## src/hw/rtl/mhbs_pkg.sv

```systemverilog
// package for the multi-hart boot sequencer
// holds request, phase and action codes and the sequencer state struct
// no dependencies
package mhbs_pkg;

  // width of the hart number field
  localparam int unsigned HartW = 6;

  // request codes
  typedef enum logic [1:0] {
    REQ_ARRIVE  = 2'd0,
    REQ_POLL    = 2'd1,
    REQ_PUBLISH = 2'd2
  } req_e;

  // boot phase codes
  typedef enum logic [1:0] {
    PH_FRESH  = 2'd0,
    PH_INIT   = 2'd1,
    PH_READY  = 2'd2,
    PH_FAILED = 2'd3
  } phase_e;

  // answer codes
  typedef enum logic [2:0] {
    ACT_WAIT       = 3'd0,
    ACT_CONTINUE   = 3'd1,
    ACT_INITIALIZE = 3'd2,
    ACT_PUBLISHED  = 3'd3,
    ACT_FAULT      = 3'd4
  } action_e;

  // phase and sticky fault latch
  typedef struct packed {
    phase_e phase;
    logic   fault;
  } boot_state_t;

endpackage

```

## src/hw/rtl/mhbs_step.sv

```systemverilog
// single request evaluation of the boot sequencer
// combinational: current state and arrival bits in, next state and answer out
// depends on mhbs_pkg
module mhbs_step import mhbs_pkg::*; #(
  parameter int unsigned WORKERS = 8
) (
  input  logic [1:0]         req_i,
  input  logic [HartW-1:0]   hart_i,
  input  logic               warm_i,
  input  logic               quiescent_i,
  input  boot_state_t        cur_i,
  input  logic [WORKERS-1:0] arrived_i,
  output boot_state_t        nxt_o,
  output action_e            action_o,
  output logic               set_arrival_o
);

  localparam int unsigned IdxW = (WORKERS > 1) ? $clog2(WORKERS) : 1;
  localparam logic [HartW:0] WorkersLim = (HartW + 1)'(WORKERS);

  logic            hart_ok;
  logic            hart_arrived;
  logic            poll_fail;
  action_e         poll_act;
  logic            fail;
  action_e         act;
  boot_state_t     nxt;

  // hart range check and arrival lookup
  assign hart_ok      = {1'b0, hart_i} < WorkersLim;
  assign hart_arrived = hart_ok && arrived_i[hart_i[IdxW-1:0]];

  // answer of a poll once the hart is known to be present
  always_comb begin
    poll_fail = 1'b0;
    poll_act  = ACT_WAIT;
    unique case (cur_i.phase)
      PH_READY:          poll_act  = ACT_CONTINUE;
      PH_FRESH, PH_INIT: poll_act  = ACT_WAIT;
      default:           poll_fail = 1'b1;
    endcase
  end

  // request decode
  always_comb begin
    nxt           = cur_i;
    act           = ACT_FAULT;
    fail          = 1'b0;
    set_arrival_o = 1'b0;
    unique case (req_i)
      REQ_ARRIVE: begin
        if (!hart_ok || warm_i || cur_i.fault || hart_arrived) begin
          fail = 1'b1;
        end else begin
          set_arrival_o = 1'b1;
          if (hart_i != '0) begin
            fail = poll_fail;
            act  = poll_act;
          end else if (cur_i.phase != PH_FRESH) begin
            fail = 1'b1;
          end else begin
            nxt.phase = PH_INIT;
            act       = ACT_INITIALIZE;
          end
        end
      end
      REQ_POLL: begin
        if (!hart_ok || cur_i.fault || !hart_arrived) begin
          fail = 1'b1;
        end else begin
          fail = poll_fail;
          act  = poll_act;
        end
      end
      REQ_PUBLISH: begin
        if (hart_i != '0 || cur_i.fault || !arrived_i[0] || !quiescent_i ||
            cur_i.phase != PH_INIT) begin
          fail = 1'b1;
        end else begin
          nxt.phase = PH_READY;
          act       = ACT_PUBLISHED;
        end
      end
      default: fail = 1'b1;
    endcase
    // any failure forces the failed phase and latches the fault
    if (fail) begin
      nxt.phase = PH_FAILED;
      nxt.fault = 1'b1;
      act       = ACT_FAULT;
    end
  end

  assign nxt_o    = nxt;
  assign action_o = act;

endmodule

```

## src/hw/rtl/multi_hart_boot_sequencer_unit.sv

```systemverilog
// an accepted request is held in the input register, then moves to the output register
// throughput: one request per cycle while the output is not stalled; the phase, arrival bits
// and fault latch update in the same cycle a request moves from input to output register
// reset: asynchronous active low; phase fresh, all arrival bits clear, fault latch clear,
// both pipeline registers empty
// top level of the boot sequencer; depends on mhbs_pkg and mhbs_step
module multi_hart_boot_sequencer_unit import mhbs_pkg::*; #(
  parameter int unsigned WORKERS = 8
) (
  input  logic             clk_i,
  input  logic             rst_ni,
  input  logic             in_valid_i,
  output logic             in_stall_o,
  input  logic [1:0]       req_type_i,
  input  logic [HartW-1:0] hart_i,
  input  logic             warm_i,
  input  logic             quiescent_i,
  output logic             out_valid_o,
  input  logic             out_stall_i,
  output logic [2:0]       action_o,
  output logic [1:0]       boot_phase_o,
  output logic             fault_flag_o
);

  localparam int unsigned IdxW = (WORKERS > 1) ? $clog2(WORKERS) : 1;

  logic               in_accept;
  logic               advance;
  logic               s1_valid_q, s1_valid_d;
  logic [1:0]         s1_req_q;
  logic [HartW-1:0]   s1_hart_q;
  logic               s1_warm_q;
  logic               s1_quiescent_q;
  boot_state_t        state_q, state_nxt;
  logic [WORKERS-1:0] arrived_q, arrived_d;
  logic               set_arrival;
  action_e            step_act;
  logic               out_valid_q, out_valid_d;
  action_e            out_act_q;
  boot_state_t        out_state_q;

  // handshake: input register empties when the output register can take a request
  assign advance    = s1_valid_q && (!out_valid_q || !out_stall_i);
  assign in_stall_o = s1_valid_q && !advance;
  assign in_accept  = in_valid_i && !in_stall_o;

  assign s1_valid_d  = in_accept ? 1'b1 : (advance ? 1'b0 : s1_valid_q);
  assign out_valid_d = advance ? 1'b1 : (out_stall_i ? out_valid_q : 1'b0);

  // request evaluation
  mhbs_step #(
    .WORKERS(WORKERS)
  ) u_step (
    .req_i        (s1_req_q),
    .hart_i       (s1_hart_q),
    .warm_i       (s1_warm_q),
    .quiescent_i  (s1_quiescent_q),
    .cur_i        (state_q),
    .arrived_i    (arrived_q),
    .nxt_o        (state_nxt),
    .action_o     (step_act),
    .set_arrival_o(set_arrival)
  );

  // arrival bit update
  always_comb begin
    arrived_d = arrived_q;
    if (set_arrival) begin
      arrived_d[s1_hart_q[IdxW-1:0]] = 1'b1;
    end
  end

  // control and sequencer state
  always_ff @(posedge clk_i or negedge rst_ni) begin
    if (!rst_ni) begin
      s1_valid_q  <= 1'b0;
      out_valid_q <= 1'b0;
      state_q     <= '{phase: PH_FRESH, fault: 1'b0};
      arrived_q   <= '0;
    end else begin
      s1_valid_q  <= s1_valid_d;
      out_valid_q <= out_valid_d;
      if (advance) begin
        state_q   <= state_nxt;
        arrived_q <= arrived_d;
      end
    end
  end

  // input payload register
  always_ff @(posedge clk_i) begin
    if (in_accept) begin
      s1_req_q       <= req_type_i;
      s1_hart_q      <= hart_i;
      s1_warm_q      <= warm_i;
      s1_quiescent_q <= quiescent_i;
    end
  end

  // result payload register
  always_ff @(posedge clk_i) begin
    if (advance) begin
      out_act_q   <= step_act;
      out_state_q <= state_nxt;
    end
  end

  assign out_valid_o  = out_valid_q;
  assign action_o     = out_act_q;
  assign boot_phase_o = out_state_q.phase;
  assign fault_flag_o = out_state_q.fault;

  // fault latch never clears once set
  a_fault_sticky: assert property (@(posedge clk_i) disable iff (!rst_ni)
    state_q.fault |=> state_q.fault)
    else $error("fault latch cleared");

  // failed phase and fault flag go together
  a_failed_flag: assert property (@(posedge clk_i) disable iff (!rst_ni)
    out_valid_o |-> ((boot_phase_o == PH_FAILED) == fault_flag_o))
    else $error("failed phase and fault flag disagree");

  // a fault answer always carries the fault flag
  a_fault_answer: assert property (@(posedge clk_i) disable iff (!rst_ni)
    (out_valid_o && action_o == ACT_FAULT) |-> fault_flag_o)
    else $error("fault answer without fault flag");

  // a publish answer reports the ready phase
  a_publish_ready: assert property (@(posedge clk_i) disable iff (!rst_ni)
    (out_valid_o && action_o == ACT_PUBLISHED) |-> (boot_phase_o == PH_READY))
    else $error("published answer outside ready phase");

endmodule

```

## config.mk

```make
export PLATFORM = sky130hd
export DESIGN_NAME = multi_hart_boot_sequencer_unit
export DESIGN_NICKNAME = d
export VERILOG_FILES = /design/src/hw/rtl/mhbs_pkg.sv /design/src/hw/rtl/mhbs_step.sv /design/src/hw/rtl/multi_hart_boot_sequencer_unit.sv
export SDC_FILE = /design/constraint.sdc
export NUM_CORES = 1
export LEC_CHECK = 0
export ABC_AREA = 1
export BUFFER_PORTS_ARGS = -buffer_cell sky130_fd_sc_hd__buf_2
export CAP_MARGIN = 20
export CELL_PAD_IN_SITES_DETAIL_PLACEMENT = 2
export CELL_PAD_IN_SITES_GLOBAL_PLACEMENT = 2
export CORE_ASPECT_RATIO = 1.4
export CORE_MARGIN = 2
export CORE_UTILIZATION = 34
export CTS_CLUSTER_SIZE = 14
export DETAILED_ROUTE_END_ITERATION = 6
export PLACE_DENSITY = 0.77
export SLEW_MARGIN = 20
export SYNTH_ARGS = -nofsm -noshare
export SYNTH_HDL_FRONTEND = slang
export SYNTH_HIERARCHICAL = 1
export SYNTH_SLANG_ARGS = --single-unit
```

## constraint.sdc

```tcl
create_clock -name clk_i -period 2.26 [get_ports clk_i]
set_clock_uncertainty 0.1 [all_clocks]
set_input_delay 0.113 -clock clk_i [delete_from_list [all_inputs] [get_ports clk_i]]
set_output_delay 0.113 -clock clk_i [all_outputs]
set_load 0.03 [all_outputs]
```

==> results.json <==
{
  "drc_errors": 0,
  "dieArea_um2": 4670,
  "worst_ir_drop_vdd_v": 0.000533,
  "io_buffers": 21,
  "cp_slowest_cell": "edfxtp_1",
  "p_leak_nw": 0.832,
  "period_needed_ps": 1910,
  "r2r-start": "s1_hart_q[0]",
  "synth_area_um2": 1410,
  "via_per_inst": 5.03,
  "die_y_um": 80.1,
  "io_pins": 22,
  "clockRootBuffer": "clkbuf_8",
  "grt_setup_unrepaired": "no",
  "grt_max_degree": 14,
  "crit_top_cell": "nand3_1",
  "clock_sinks": 29,
  "fin_crit_sh_pct": 84.7,
  "end_kind": "flip-flop",
  "syn_to_final_growth_pct": 26.7,
  "cp.required_ps": 2170,
  "r2r_end": "boot_phase_o[0]",
  "grtUsageTotal_pct": 18.2,
  "cts-buffers-inserted": 5,
  "final_cell_mix": "nand2_1, inv_1, buf_2",
  "regArea_um2": 806,
  "setup_viol": 0,
  "tns_ps": 0,
  "yosysWarningCount": 6,
  "pre_cts_ws_ps": 330,
  "arrival_ps": 1820,
  "synth.ff_latch_count": 29,
  "wire_per_inst_um": 15.7,
  "grt_pass1_wl_um": 6200,
  "criticalPathCategory": "reg -> reg",
  "fmax_ghz": 0.523,
  "start_util_pct": 35.6,
  "ff2ff_path_depth": 7,
  "tightest_slew_ps": 387,
  "diodes": 0,
  "fillers": 433,
  "rows": 27,
  "syn_avg_cell_area_um2": 9.44,
  "antenna_found_initial": 0,
  "drt_iter0_drc": 20,
  "slew_viol_final": 0,
  "cts_setup_buffers": 0,
  "final_nets": 204,
  "hold_path.class": "in -> async",
  "yosysSeqAreaShare_pct": 57.3,
  "clock_path_buffers": 2,
  "synth_cell_types": 21,
  "synth_nets": 163,
  "multi_input_area_um2": 495,
  "hold_violations": 0,
  "die_w_um": 58.4,
  "p_per_area_nw_per_um2": 770,
  "grt_pass1_vias": 1357,
  "hpwl_um": 2770,
  "gp_congestion": 0.810,
  "overflow": 0,
  "ant_nets": 0,
  "cts_resized": 0,
  "core_area_um2": 3950,
  "clk-insertion-delay-late_ps": 290,
  "synthCells": 149,
  "worst-r2r-setup-slack_ps": 350,
  "path_max_fanout": 10,
  "layout_setup_ws_ps": 347,
  "cp-start-kind": "flip-flop",
  "max-slew-margin-rel_pct": 74.2,
  "drive_above_1_share_pct": 25.7,
  "firstDrtPassIters": 4,
  "clk_pin_slew_ps": 70,
  "hold_buffers": 13,
  "htree_levels": 2,
  "final_common_cell": "nand2_1",
  "totalWireLength_um": 3690,
  "max_cap_violations": 0,
  "routed-via-count": 1178,
  "cts_tree": "built",
  "max_stage_delay_ps": 540,
  "path_cells": "inv_2, nand2_1, nand3_1, nand3_2, nand4_1, a21oi_4, nand3_1",
  "status": "completed"
}
state kept, by name, indices dropped and copies added, names as in the netlist:
name,count
s1_warm_q,1
s1_req_q,2
out_valid_o,1
action_o,3
fault_flag_o,1
state_q,3
boot_phase_o,2
s1_hart_q,6
s1_valid_q,1
arrived_q,8
s1_quiescent_q,1
metal layers:
| metal | GRT usage [%] | routed length [um] | vias up |
|---|---|---|---|
| li1 | - | - | 563 |
| met1 | 17.9 | 1400 | 574 |
| met2 | 32.9 | 2020 | 29 |
| met3 | 3.70 | 116 | 12 |
| met4 | 12.3 | 148 | 0 |
| met5 | 0 | 0 | - |
stage by stage:
step | util (%) | instance area (um^2) | total power [mW] | std cells | hold slack (ps)
5_1_grt | 45.1 | 1780 | 1.44 | 234 | 166
2_1_floorplan | - | 1410 | 0.851 | 149 | -283
4_1_cts | 45.1 | 1780 | 1.39 | 234 | 152
6_report | 45.1 | 1780 | 1.37 | 234 | 143
3_5_place_dp | 39.6 | 1570 | 0.942 | 213 | -77.4
3_3_place_gp | 39.6 | 1570 | 0.926 | 213 | -84.1
area by class of cell:
type / count / share of cell area, %
flip-flops and latches: 29 / 45.2
clock inverters: 3 / 0.983
inverters: 28 / 5.90
well taps: 43 / 3.02
repair buffers: 34 / 13.2
multi-input cells: 92 / 27.8
clock buffers: 5 / 3.86
worst max-delay path, delay by kind of cell, from the launching register on:
kind / cells / cell delay (ps)
DFF: 1 / 540
buffers and inverters: 1 / 120
and+or+nand+nor: 5 / 640
AOI/OAI and AO/OA: 1 / 230
worst max path at each step:
| stage | slack [ps] | end | depth (start not counted) | startpoint |
|---|---|---|---|---|
| 3_5_place_dp | 330 | boot_phase_o[0] | 8 | s1_hart_q[0] |
| 4_1_cts | 300 | boot_phase_o[0] | 7 | s1_hart_q[0] |
| 2_1_floorplan | 630 | boot_phase_o[0] | 8 | s1_hart_q[0] |
| 5_1_grt | 180 | state_q[1] | 10 | s1_hart_q[1] |
| 3_3_place_gp | 440 | boot_phase_o[0] | 8 | s1_hart_q[1] |
| 6_report | 350 | boot_phase_o[0] | 7 | s1_hart_q[0] |
Yosys cell counts:
library cell / count / area share, %
nor3_1: 3 / 1.1
nand3_2: 6 / 4.3
o21ai_1: 2 / 0.71
o21bai_1: 6 / 3.2
dfrtp_1: 13 / 23
nand4_1: 3 / 1.3
edfxtp_1: 16 / 34
a21oi_4: 1 / 1.2
inv_1: 23 / 6.1
nor2_1: 7 / 1.9
inv_2: 5 / 1.3
a21oi_1: 1 / 0.36
o21bai_2: 1 / 0.80
a31oi_1: 1 / 0.45
nand2_2: 3 / 1.3
nand2_1: 38 / 10
nor2_4: 1 / 0.80
nor3_4: 1 / 1.2
nor2_2: 2 / 0.89
nand3_1: 15 / 5.3
o21ai_0: 1 / 0.36
kinds of logic (layout without fill, tap and decap cells):
logic type	after synthesis	in the layout	synth area share (%)
flip-flops	29	29	57.3
AND/OR/NAND/NOR	79	79	28.2
AO/OA/AOI/OAI	13	13	7.03
buffers and inverters	28	70	7.47
report_power, final:
| group | internal, mW | switching [mW] |
|---|---|---|
| logic | 0.0861 | 0.182 |
| clock network | 0.212 | 0.211 |
| registers | 0.623 | 0.0571 |
| total | 0.921 | 0.451 |
Power figures use the tool's default switching activity.
